File: src/rtl/krt_pkg.sv
// Shared constants and types for the keyed record table.
`default_nettype none

package krt_pkg;

    localparam int TABLE_DEPTH = 16;
    localparam int IDX_W       = (TABLE_DEPTH > 1) ? $clog2(TABLE_DEPTH) : 1;
    localparam int CNT_W       = $clog2(TABLE_DEPTH + 1);
    localparam int PAY_WORDS   = 7;
    localparam int WORD_W      = 32;

    localparam logic [1:0] FUNC_ADD  = 2'd0;
    localparam logic [1:0] FUNC_DEL  = 2'd1;
    localparam logic [1:0] FUNC_READ = 2'd2;
    localparam logic [1:0] FUNC_LIST = 2'd3;

    typedef logic [WORD_W-1:0] t_word;
    typedef logic [PAY_WORDS-1:0][WORD_W-1:0] t_pay;

    typedef struct packed {
        t_word key;
        t_pay  pay;
    } t_row;

    typedef struct packed {
        logic             we;
        logic [IDX_W-1:0] waddr;
        logic             re;
        logic [IDX_W-1:0] raddr;
    } t_mem_ctl;

endpackage

`default_nettype wire

File: src/rtl/krt_if.sv
// Request and response channel interfaces of the keyed record table.
`default_nettype none

interface krt_req_if;
    logic               valid;
    logic               ready;
    logic [1:0]         func;
    krt_pkg::t_word     key;
    krt_pkg::t_word     pay_a;
    krt_pkg::t_word     pay_b;
    krt_pkg::t_word     pay_c;
    krt_pkg::t_word     pay_d;
    krt_pkg::t_word     pay_e;
    krt_pkg::t_word     pay_f;
    krt_pkg::t_word     pay_g;

    modport source (output valid, func, key, pay_a, pay_b, pay_c, pay_d, pay_e, pay_f, pay_g,
                    input ready);
    modport sink   (input valid, func, key, pay_a, pay_b, pay_c, pay_d, pay_e, pay_f, pay_g,
                    output ready);
endinterface

interface krt_rsp_if;
    logic                        valid;
    logic                        ready;
    logic                        ok;
    logic [krt_pkg::CNT_W-1:0]   entry_total;
    krt_pkg::t_word              out_key;
    krt_pkg::t_word              out_a;
    krt_pkg::t_word              out_b;
    krt_pkg::t_word              out_c;
    krt_pkg::t_word              out_d;
    krt_pkg::t_word              out_e;
    krt_pkg::t_word              out_f;
    krt_pkg::t_word              out_g;
    logic                        last;

    modport source (output valid, ok, entry_total, out_key, out_a, out_b, out_c, out_d,
                    out_e, out_f, out_g, last, input ready);
    modport sink   (input valid, ok, entry_total, out_key, out_a, out_b, out_c, out_d,
                    out_e, out_f, out_g, last, output ready);
endinterface

`default_nettype wire

File: src/rtl/krt_row_mem.sv
// Row memory: one key and its payload words per row, one write and one read port.
`default_nettype none

module krt_row_mem (
    input  wire                i_clk,
    input  krt_pkg::t_mem_ctl  i_ctl,
    input  krt_pkg::t_row      i_wdata,
    output krt_pkg::t_row      o_rdata
);

    krt_pkg::t_row r_mem [krt_pkg::TABLE_DEPTH];
    krt_pkg::t_row r_rdata;

    always_ff @(posedge i_clk) begin
        if (i_ctl.we) begin
            r_mem[i_ctl.waddr] <= i_wdata;
        end
        if (i_ctl.re) begin
            r_rdata <= r_mem[i_ctl.raddr];
        end
    end

    assign o_rdata = r_rdata;

endmodule

`default_nettype wire

File: src/rtl/keyed_record_table.sv
// Keyed record table: packed table of keyed records with add, delete, read and list.
//
// i_req carries one request: func, key and seven payload words (payload used by add).
// o_rsp returns one result per request, or one per live key for a list request,
// the final one flagged by last; entry_total is the live count after the request.
// Requests are taken one at a time; the rows sit in a single-port-read row memory
// with a registered read port, and that read port shapes each request:
//   add:    the row is written at the live count, then the result is emitted.
//   read:   rows are searched from the first (one row compared per cycle).
//   delete: search, then one row moved down per cycle.
//   list:   each live key is read, then emitted; an empty table gives one result.
// The result sits in an output register, so the next request is taken while a
// result still waits; a stalled receiver holds the result and, during a list or
// once the next result is ready, holds the sequencer.
// Synchronous reset (i_rst_n low) empties the table and drops any pending result;
// row contents are not cleared, since only rows below the live count are read.
`default_nettype none

module keyed_record_table (
    input  wire         i_clk,
    input  wire         i_rst_n,
    krt_req_if.sink     i_req,
    krt_rsp_if.source   o_rsp
);

    localparam int IDX_W = krt_pkg::IDX_W;
    localparam int CNT_W = krt_pkg::CNT_W;

    localparam logic [2:0] ST_IDLE    = 3'd0;
    localparam logic [2:0] ST_ADD     = 3'd1;
    localparam logic [2:0] ST_SCAN    = 3'd2;
    localparam logic [2:0] ST_SHIFT   = 3'd3;
    localparam logic [2:0] ST_LIST_RD = 3'd4;
    localparam logic [2:0] ST_LIST_WR = 3'd5;
    localparam logic [2:0] ST_EMIT    = 3'd6;

    // control
    logic [2:0]        r_state,     n_state;
    logic [CNT_W-1:0]  r_count,     n_count;
    logic [CNT_W-1:0]  r_rd_idx,    n_rd_idx;
    logic              r_pend,      n_pend;
    logic [IDX_W-1:0]  r_pend_idx,  n_pend_idx;
    logic              r_out_valid, n_out_valid;

    // request and result data
    logic [1:0]        r_func,      n_func;
    krt_pkg::t_word    r_key,       n_key;
    krt_pkg::t_pay     r_pay,       n_pay;
    logic              r_res_ok,    n_res_ok;
    krt_pkg::t_word    r_res_key,   n_res_key;
    krt_pkg::t_pay     r_res_pay,   n_res_pay;

    // output register
    logic              r_o_ok,      n_o_ok;
    logic [CNT_W-1:0]  r_o_total,   n_o_total;
    krt_pkg::t_word    r_o_key,     n_o_key;
    krt_pkg::t_pay     r_o_pay,     n_o_pay;
    logic              r_o_last,    n_o_last;

    krt_pkg::t_mem_ctl mem_ctl;
    krt_pkg::t_row     mem_wdata;
    krt_pkg::t_row     rd_row;

    logic slot_free;
    logic hit;
    logic issue_ok;
    logic list_last;

    krt_row_mem u_row_mem (
        .i_clk   (i_clk),
        .i_ctl   (mem_ctl),
        .i_wdata (mem_wdata),
        .o_rdata (rd_row)
    );

    assign slot_free = !r_out_valid || o_rsp.ready;
    assign hit       = r_pend && (rd_row.key == r_key);
    assign issue_ok  = r_rd_idx < r_count;
    assign list_last = (r_rd_idx + CNT_W'(1)) == r_count;

    always_comb begin
        n_state     = r_state;
        n_count     = r_count;
        n_rd_idx    = r_rd_idx;
        n_pend      = r_pend;
        n_pend_idx  = r_pend_idx;
        n_out_valid = r_out_valid && !o_rsp.ready;
        n_func      = r_func;
        n_key       = r_key;
        n_pay       = r_pay;
        n_res_ok    = r_res_ok;
        n_res_key   = r_res_key;
        n_res_pay   = r_res_pay;
        n_o_ok      = r_o_ok;
        n_o_total   = r_o_total;
        n_o_key     = r_o_key;
        n_o_pay     = r_o_pay;
        n_o_last    = r_o_last;

        mem_ctl.we    = 1'b0;
        mem_ctl.waddr = r_count[IDX_W-1:0];
        mem_ctl.re    = 1'b0;
        mem_ctl.raddr = r_rd_idx[IDX_W-1:0];
        mem_wdata.key = r_key;
        mem_wdata.pay = r_pay;

        case (r_state)
            ST_IDLE: begin
                if (i_req.valid) begin
                    n_func    = i_req.func;
                    n_key     = i_req.key;
                    n_pay     = {i_req.pay_g, i_req.pay_f, i_req.pay_e, i_req.pay_d,
                                 i_req.pay_c, i_req.pay_b, i_req.pay_a};
                    n_rd_idx  = '0;
                    n_pend    = 1'b0;
                    n_res_ok  = 1'b0;
                    n_res_key = '0;
                    n_res_pay = '0;
                    case (i_req.func)
                        krt_pkg::FUNC_ADD:  n_state = ST_ADD;
                        krt_pkg::FUNC_DEL:  n_state = ST_SCAN;
                        krt_pkg::FUNC_READ: n_state = ST_SCAN;
                        krt_pkg::FUNC_LIST: n_state = (r_count == '0) ? ST_EMIT : ST_LIST_RD;
                        default:            n_state = ST_IDLE;
                    endcase
                end
            end

            ST_ADD: begin
                if (r_count != CNT_W'(krt_pkg::TABLE_DEPTH)) begin
                    mem_ctl.we = 1'b1;
                    n_count    = r_count + CNT_W'(1);
                    n_res_ok   = 1'b1;
                end
                n_state = ST_EMIT;
            end

            // one row read issued and one compared per cycle
            ST_SCAN: begin
                mem_ctl.re = issue_ok && !hit;
                if (issue_ok) begin
                    n_rd_idx   = r_rd_idx + CNT_W'(1);
                    n_pend     = 1'b1;
                    n_pend_idx = r_rd_idx[IDX_W-1:0];
                end else begin
                    n_pend = 1'b0;
                end
                if (hit) begin
                    n_pend = 1'b0;
                    if (r_func == krt_pkg::FUNC_READ) begin
                        n_res_ok  = 1'b1;
                        n_res_key = rd_row.key;
                        n_res_pay = rd_row.pay;
                        n_state   = ST_EMIT;
                    end else begin
                        n_rd_idx = CNT_W'(r_pend_idx) + CNT_W'(1);
                        n_state  = ST_SHIFT;
                    end
                end else if (!issue_ok) begin
                    n_state = ST_EMIT;
                end
            end

            // read row i+1 while row i-1's successor is written one place down
            ST_SHIFT: begin
                mem_ctl.re = issue_ok;
                if (issue_ok) begin
                    n_rd_idx   = r_rd_idx + CNT_W'(1);
                    n_pend     = 1'b1;
                    n_pend_idx = r_rd_idx[IDX_W-1:0];
                end else begin
                    n_pend = 1'b0;
                end
                if (r_pend) begin
                    mem_ctl.we    = 1'b1;
                    mem_ctl.waddr = r_pend_idx - IDX_W'(1);
                    mem_wdata     = rd_row;
                end
                if (!issue_ok && !r_pend) begin
                    n_count  = r_count - CNT_W'(1);
                    n_res_ok = 1'b1;
                    n_state  = ST_EMIT;
                end
            end

            ST_LIST_RD: begin
                mem_ctl.re = 1'b1;
                n_state    = ST_LIST_WR;
            end

            ST_LIST_WR: begin
                if (slot_free) begin
                    n_out_valid = 1'b1;
                    n_o_ok      = 1'b1;
                    n_o_total   = r_count;
                    n_o_key     = rd_row.key;
                    n_o_pay     = '0;
                    n_o_last    = list_last;
                    if (list_last) begin
                        n_state = ST_IDLE;
                    end else begin
                        n_rd_idx = r_rd_idx + CNT_W'(1);
                        n_state  = ST_LIST_RD;
                    end
                end
            end

            ST_EMIT: begin
                if (slot_free) begin
                    n_out_valid = 1'b1;
                    n_o_ok      = r_res_ok;
                    n_o_total   = r_count;
                    n_o_key     = r_res_key;
                    n_o_pay     = r_res_pay;
                    n_o_last    = 1'b1;
                    n_state     = ST_IDLE;
                end
            end

            default: begin
                n_state = ST_IDLE;
            end
        endcase
    end

    always_ff @(posedge i_clk) begin
        if (!i_rst_n) begin
            r_state     <= ST_IDLE;
            r_count     <= '0;
            r_rd_idx    <= '0;
            r_pend      <= 1'b0;
            r_pend_idx  <= '0;
            r_out_valid <= 1'b0;
        end else begin
            r_state     <= n_state;
            r_count     <= n_count;
            r_rd_idx    <= n_rd_idx;
            r_pend      <= n_pend;
            r_pend_idx  <= n_pend_idx;
            r_out_valid <= n_out_valid;
        end
    end

    always_ff @(posedge i_clk) begin
        r_func    <= n_func;
        r_key     <= n_key;
        r_pay     <= n_pay;
        r_res_ok  <= n_res_ok;
        r_res_key <= n_res_key;
        r_res_pay <= n_res_pay;
        r_o_ok    <= n_o_ok;
        r_o_total <= n_o_total;
        r_o_key   <= n_o_key;
        r_o_pay   <= n_o_pay;
        r_o_last  <= n_o_last;
    end

    assign i_req.ready       = (r_state == ST_IDLE);
    assign o_rsp.valid       = r_out_valid;
    assign o_rsp.ok          = r_o_ok;
    assign o_rsp.entry_total = r_o_total;
    assign o_rsp.out_key     = r_o_key;
    assign o_rsp.out_a       = r_o_pay[0];
    assign o_rsp.out_b       = r_o_pay[1];
    assign o_rsp.out_c       = r_o_pay[2];
    assign o_rsp.out_d       = r_o_pay[3];
    assign o_rsp.out_e       = r_o_pay[4];
    assign o_rsp.out_f       = r_o_pay[5];
    assign o_rsp.out_g       = r_o_pay[6];
    assign o_rsp.last        = r_o_last;

endmodule

`default_nettype wire
File: src/flat_wrapper.sv
// flat-port wrapper written by rule: the top's interface ports become plain ports
module keyed_record_table_flat 
  (i_clk, i_rst_n, i_req_valid, i_req_func, i_req_key, i_req_pay_a, i_req_pay_b, i_req_pay_c, i_req_pay_d, i_req_pay_e, i_req_pay_f, i_req_pay_g, i_req_ready, o_rsp_valid, o_rsp_ok, o_rsp_entry_total, o_rsp_out_key, o_rsp_out_a, o_rsp_out_b, o_rsp_out_c, o_rsp_out_d, o_rsp_out_e, o_rsp_out_f, o_rsp_out_g, o_rsp_last, o_rsp_ready);
  krt_req_if i_req_i ();
  krt_rsp_if o_rsp_i ();
  input  wire i_clk;
  input  wire i_rst_n;
  input wire logic [$bits(i_req_i.valid)-1:0] i_req_valid;
  input wire logic [$bits(i_req_i.func)-1:0] i_req_func;
  input wire logic [$bits(i_req_i.key)-1:0] i_req_key;
  input wire logic [$bits(i_req_i.pay_a)-1:0] i_req_pay_a;
  input wire logic [$bits(i_req_i.pay_b)-1:0] i_req_pay_b;
  input wire logic [$bits(i_req_i.pay_c)-1:0] i_req_pay_c;
  input wire logic [$bits(i_req_i.pay_d)-1:0] i_req_pay_d;
  input wire logic [$bits(i_req_i.pay_e)-1:0] i_req_pay_e;
  input wire logic [$bits(i_req_i.pay_f)-1:0] i_req_pay_f;
  input wire logic [$bits(i_req_i.pay_g)-1:0] i_req_pay_g;
  output wire logic [$bits(i_req_i.ready)-1:0] i_req_ready;
  output wire logic [$bits(o_rsp_i.valid)-1:0] o_rsp_valid;
  output wire logic [$bits(o_rsp_i.ok)-1:0] o_rsp_ok;
  output wire logic [$bits(o_rsp_i.entry_total)-1:0] o_rsp_entry_total;
  output wire logic [$bits(o_rsp_i.out_key)-1:0] o_rsp_out_key;
  output wire logic [$bits(o_rsp_i.out_a)-1:0] o_rsp_out_a;
  output wire logic [$bits(o_rsp_i.out_b)-1:0] o_rsp_out_b;
  output wire logic [$bits(o_rsp_i.out_c)-1:0] o_rsp_out_c;
  output wire logic [$bits(o_rsp_i.out_d)-1:0] o_rsp_out_d;
  output wire logic [$bits(o_rsp_i.out_e)-1:0] o_rsp_out_e;
  output wire logic [$bits(o_rsp_i.out_f)-1:0] o_rsp_out_f;
  output wire logic [$bits(o_rsp_i.out_g)-1:0] o_rsp_out_g;
  output wire logic [$bits(o_rsp_i.last)-1:0] o_rsp_last;
  input wire logic [$bits(o_rsp_i.ready)-1:0] o_rsp_ready;
  assign i_req_i.valid = i_req_valid;
  assign i_req_i.func = i_req_func;
  assign i_req_i.key = i_req_key;
  assign i_req_i.pay_a = i_req_pay_a;
  assign i_req_i.pay_b = i_req_pay_b;
  assign i_req_i.pay_c = i_req_pay_c;
  assign i_req_i.pay_d = i_req_pay_d;
  assign i_req_i.pay_e = i_req_pay_e;
  assign i_req_i.pay_f = i_req_pay_f;
  assign i_req_i.pay_g = i_req_pay_g;
  assign i_req_ready = i_req_i.ready;
  assign o_rsp_valid = o_rsp_i.valid;
  assign o_rsp_ok = o_rsp_i.ok;
  assign o_rsp_entry_total = o_rsp_i.entry_total;
  assign o_rsp_out_key = o_rsp_i.out_key;
  assign o_rsp_out_a = o_rsp_i.out_a;
  assign o_rsp_out_b = o_rsp_i.out_b;
  assign o_rsp_out_c = o_rsp_i.out_c;
  assign o_rsp_out_d = o_rsp_i.out_d;
  assign o_rsp_out_e = o_rsp_i.out_e;
  assign o_rsp_out_f = o_rsp_i.out_f;
  assign o_rsp_out_g = o_rsp_i.out_g;
  assign o_rsp_last = o_rsp_i.last;
  assign o_rsp_i.ready = o_rsp_ready;
  keyed_record_table u_core (.i_clk(i_clk), .i_rst_n(i_rst_n), .i_req(i_req_i), .o_rsp(o_rsp_i));
endmodule
File: config.mk
export PLATFORM = sky130hd
export DESIGN_NAME = keyed_record_table_flat
export DESIGN_NICKNAME = d
export VERILOG_FILES = /design/src/rtl/krt_pkg.sv /design/src/rtl/krt_if.sv /design/src/rtl/krt_row_mem.sv /design/src/rtl/keyed_record_table.sv /design/src/flat_wrapper.sv
export SDC_FILE = /design/constraint.sdc
export NUM_CORES = 2
export LEC_CHECK = 0
export BUFFER_PORTS_ARGS = -buffer_cell sky130_fd_sc_hd__clkbuf_2
export CORE_UTILIZATION = 25
export CTS_BUF_LIST = sky130_fd_sc_hd__clkbuf_8
export DETAILED_ROUTE_END_ITERATION = 12
export RECOVER_POWER = 50
export SLEW_MARGIN = 20
export SYNTH_ARGS = -nofsm -noshare
export SYNTH_HDL_FRONTEND = slang
export SYNTH_SLANG_ARGS = --single-unit
File: constraint.sdc
create_clock -name i_clk -period 39.5 [get_ports i_clk]
set_clock_uncertainty 0.05 [all_clocks]
set_input_delay 1.975 -clock i_clk [delete_from_list [all_inputs] [get_ports i_clk]]
set_output_delay 1.975 -clock i_clk [all_outputs]
set_load 0.01 [all_outputs]
======== Word level (Yosys, flattened, before mapping) ========
Memories as Yosys holds them, arrays and structs flattened. A register that Yosys moved wholly into a read port is not among the register bits.
Cells that the tools add are included.
W data, S select, Z words.
storage, ports and cells
  bits in registers ....................... 797
  memory bits (writable) .................. 4096
  bits of input ports ..................... 262
  logic and storage cells ................. 156
  memories kept ........................... 1
operators by class
  add/subtract/negate cells ............... 5
  magnitude comparators ................... 1
  eq/ne operators ......................... 22
  multiplexer cells ....................... 60
  reductions and logical operators ........ 32
memory list
  memory                  depth  bits a word  read ports  clocked after Yosys merged registers in  write ports  RTL line           source
  u_core.u_row_mem.r_mem  16     256          1           1                                        1            krt_row_mem.sv:11  krt_pkg::t_row r_mem [krt_pkg::TABLE_DEPTH];
operator list
  kind                   count
  $mux W224              5
  $pmux W224 S2          2
  $mux W256              2
  $mux W32               5
  $pmux W32 S2           2
  $mux W5                9
  $eq A32 B32 Y1         1
  $mux W3                8
  $pmux W3 S7            1
  $pmux W5 S4            1
  $mux W1                15
  $ne A2 B1 Y1 const B   6
  $add A5 B1 Y5 const B  2
  $pmux W5 S2            1
  $eq A3 B3 Y1 const B   3
  $pmux W3 S3            1
  $reduce_and A2 Y1      4
  $reduce_and A4 Y1      2
  $reduce_bool A4 Y1     2
  $eq A2 B2 Y1 const B   3
  $eq A3 B2 Y1 const B   2
  $pmux W1 S2            3
  $pmux W1 S3            2
  $reduce_and A3 Y1      2
  24 further kinds       36

======== Logic depth before layout (Yosys ltp) ========
  word-level depth ........................ 5
  mapped depth ............................ 13
  gate-level depth less buffers ........... 10

======== By module ========
From an unflattened synthesis, not the netlist that was laid out.
second synthesis, totals
  cells, all modules ...................... 8624
  area, all modules ....................... 193545.6 sq um
modules (own cells, without submodules)
  module              times used  cells an instance  area each (sq um)
  krt_row_mem         1           6648               161218.4
  keyed_record_table  1           1976               32327.3

======== Least setup slack after synthesis ========
No wires, ideal clock.
  path type ............................... register to register
  start point ............................. register, netlist name u_core.u_row_mem.o_rdata[242]
  end point ............................... register u_core.r_res_key[0] (enable)
  library setup time ...................... 1.250 ns
  arrival ................................. 20.276 ns
  data required time ...................... 38.200 ns
  slack ................................... 17.925 ns
  cell stages (with the launch flop) ...... 6
  path buffers ............................ 0
  cell sequence ........................... edfxtp_1 > xor2_1 > or4_4 > nor4b_4 > nand4_4 > o31ai_1
on the way
  longest elaborated chain between the ends .. 4
ends and longest elaborated chain
  item                         RTL line                   source
  $eq A32 B32 Y1               keyed_record_table.sv:77   assign hit = r_pend && (rd_row.key == r_key);
  $logic_and A1 B1 Y1          keyed_record_table.sv:77
  $ne A2 B1 Y1 (no line)       --
  $reduce_and A4 Y1 (no line)  --
  to (signal assigned)         keyed_record_table.sv:249  r_res_key <= n_res_key;
  to (decl)                    keyed_record_table.sv:50   krt_pkg::t_word r_res_key, n_res_key;
Every way passes these cells.
A chain may end at the register's enable or synchronous reset.

======== Worst setup path in the final report ========
  start point ............................. register u_core.r_rd_idx[0]
  end point ............................... register, netlist name u_core.u_row_mem.o_rdata[123]
on the way
  longest elaborated chain between the ends .. 3
ends and longest elaborated chain
  item                    RTL line                   source
  from (decl)             keyed_record_table.sv:40   logic [CNT_W-1:0] r_rd_idx, n_rd_idx;
  from (signal assigned)  keyed_record_table.sv:237  r_rd_idx <= n_rd_idx;
  $lt A5 B5 Y1            keyed_record_table.sv:78   assign issue_ok = r_rd_idx < r_count;
  $logic_and A1 B1 Y1     keyed_record_table.sv:140  mem_ctl.re = issue_ok && !hit;
  $pmux W1 S3             keyed_record_table.sv:107  case (r_state)
Parallel ways exist; a longest one is shown, timed or not.

==> run metrics <==
power consumption=roughly 14000 uW; Synth top area share=0.796; Die ar.=about 0.78 sq mm; Reg2Reg Depth=6; Yosys cell types=~60; Layout Cells excl Fill=approximately 21000; CP max FO=approximately 100; Die H=882 um; register-to-register setup slack=26300 ps; die width=roughly 900 um; FF-to-FF End=u_core.u_row_mem.o_rdata[123]; Synth area leaders=edfxtp_1 (80%), mux4_2 (14%), nand2_1 (1.6%); area taken by flip-flops and latches=about 0.15 sq mm; Largest stage delay, worst path=5310 ps; Clock Sinks=around 5000; Least-Margin Pin Slew=between 8000 and 9000 ps; Mapped Avg Cell Area=about 23 sq um; Worst Hold Class=reg2reg; Critical Path Start=u_core.r_rd_idx[0]; final number of hold-violating endpoints=0; Crit Reg-Reg Startpoint=u_core.r_rd_idx[0]; crit path to=u_core.u_row_mem.o_rdata[123]; post-CTS sizing=0; Post-synth top cells=edfxtp_1 (5130), mux4_2 (1236), nand2_1 (809); worst path cell trace=clkbuf_1 > clkbuf_1 > buf_12 > buf_12 > mux4_2 > mux4_2; Crit-path slowest cell=clkbuf_1; sequential area share after synthesis=0.798; Synth-to-Final Area Change=15.8%; Final GP Congestion=about 0.74; synth warn=0; Skew-Pair Late Insertion Delay=roughly 1400 ps; dominant cell type by area after synthesis=edfxtp_1; CTS Buffer Depth=4; fin crit share=0.334; vias in the first global route=roughly 95000; via count=91500; Starting DRT DRC Count=9645; Post-synth EDFFs=~5100; Max-cap violations=73; RSZ-0062 raised after global routing=no; VDD IR-drop max=0.0525 mV; endpoints failing setup=0; clk root buf=clkbuf_8; Starting Density=0.251; Post-DRT Antenna Nets=0; Worst setup SP type=flop; clock transition at the registers of the reported paths=70 ps; fin crit period=13200 ps; Pre-antenna DRT Iters=5; share of cells above drive strength 1=0.255; total routed wirelength=503000 um; Max Slew Vio Count=approximately 2900; via/cell ratio=around 4.4; largest net degree at the start of global routing=between 100 and 150; Crit Path Class=reg2reg; Setup crit end kind=flop; Synth Instances=~8600; main flop type after synthesis=edfxtp_1; most instantiated library cell after synthesis=edfxtp_1; CTS tree=built; Max Fclk=75.8 MHz; hold_buf cts=0; drc violations=0; Async SR Flop Fraction=0; GR Util All Layers=0.124; fin nets=9978; Critical Path RT=approximately 40000 ps; Fill cells=between 70000 and 80000; status=finished, violations left; placed cells=19100; number of CTS-inserted buffers=between 800 and 900; PwrDens=about 61 mW/mm^2; Final HPWL DP=271000 um; failing checks=capacitance limit, slew limit; mapped cell area=roughly 0.19 sq mm; Rel. slew slack=-4.73; # IOs=527; Final TNS setup=0 ps; Post-CTS Setup Inserts=0; first-pass GRT wire length=between 700000 and 800000 um; CORE AREA=between 0.7 and 0.8 sq mm; post-synth net total=slightly below 9000; Port Buf Inserts=526; Leakage=0.0693 uW; htree depth=6; fin util=0.291; Hold Slack=slightly below 400 ps; routed len/inst=24.4 um; #FFs+latches synth=between 5000 and 6000; FP Rows=322; area of the multi-input gates=between 0.03 and 0.04 sq mm; initial antenna violation count=around 50; crit path DAT=~14000 ps; GRT overflow=0
-- where the power goes --
group          total, uW  switching, uW  internal, uW  leakage (uW)
Combinational       2000           1370           634        0.0137
Clock               4400           2200          2210       0.00885
Sequential          7240            284          6960        0.0467
-- critical path, delay by kind of cell, from the launching register on --
family                 cells  cell delay (ps)
DFF                        1             2000
muxes                      2             1090
buffers and inverters      4             9050
-- placed cells by master (no fill, tap or decap), types with 14 or more instances in the layout --
cell type	instances
clkinv_2	105
clkinv_1	238
nand2_1	809
clkbuf_8	824
mux2i_1	45
mux4_2	1236
diode_2	17
edfxtp_1	5130
a21oi_1	45
xor2_1	16
nor2b_1	15
and2_1	95
and2_0	169
dfxtp_1	16
buf_4	138
nor2_1	43
bufinv_16	34
clkbuf_1	420
o21ai_0	14
clkbuf_2	175
inv_1	235
xnor2_1	31
inv_16	16
mux2_2	22
a211oi_1	49
and3_1	260
-- kinds of logic after synthesis --
logic type               after synthesis  share of synthesized area
adder cells (fa/ha/maj)               14                   0.000944
flip-flops                          5149                      0.798
XOR/XNOR                              48                    0.00217
AO/OA/AOI/OAI                        148                    0.00503
buffers and inverters                469                    0.00953
multiplexers                        1313                      0.148
AND/OR/NAND/NOR                     1446                     0.0359
-- per-stage QoR --
stage | setup slack, ps | instance area [sq um]
2_1_floorplan | 17920 | 193000
3_3_place_gp | 32070 | 209000
3_5_place_dp | 32030 | 209000
4_1_cts | 31970 | 225000
5_1_grt | 24400 | 224000
6_report | 26300 | 224000
-- layout make-up --
class | count | area share
Antenna cell | 17 | 0.000190
Clock buffer | 824 | 0.0506
Clock inverter | 672 | 0.0196
Inverter | 16 | 0.000307
Multi-Input combinational cell | 2969 | 0.166
Sequential cell | 5149 | 0.689
Tap cell | 10200 | 0.0570
Timing Repair Buffer | 748 | 0.0169
-- registers in the layout, indices dropped and copies added, names as in the netlist, 2 cells and up --
name,flops
u_core.o_rsp.out_f,32
u_core.r_state,3
u_core.o_rsp.out_b,32
u_core.o_rsp.out_a,32
u_core.u_row_mem.o_rdata,256
u_core.r_func,2
u_core.o_rsp.out_key,32
u_core.r_count,5
u_core.o_rsp.out_c,32
u_core.r_res_pay,224
u_core.r_rd_idx,5
u_core.r_pend_idx,4
u_core.u_row_mem.r_mem,4096
u_core.r_res_key,32
u_core.o_rsp.out_d,32
u_core.o_rsp.out_g,32
u_core.r_pay,224
u_core.r_key,32
u_core.o_rsp.out_e,32
u_core.o_rsp.entry_total,5
-- worst min path at each step --
stage	start	slack, ps	cells past startpoint	endpoint
2_1_floorplan	u_core.r_count[4]	420	0	u_core.o_rsp.entry_total[4]
3_5_place_dp	u_core.r_res_ok	450	1	u_core.o_rsp.ok
5_1_grt	u_core.r_res_pay[38]	420	1	u_core.o_rsp.out_b[6]
4_1_cts	u_core.r_res_pay[38]	400	1	u_core.o_rsp.out_b[6]
6_report	u_core.r_res_pay[38]	400	1	u_core.o_rsp.out_b[6]
3_3_place_gp	u_core.r_res_ok	440	1	u_core.o_rsp.ok
-- per-layer routing --
layer / wire length (um) / global-route usage / up-vias
met3: 32600 / 0.0218 / 771
li1: - / - / 37900
met2: 236000 / 0.197 / 3373
met1: 221000 / 0.176 / 49500
met4: 13500 / 0.0354 / 20
met5: 132 / 0 / -
No activity file was read; power rests on OpenSTA's default activity.
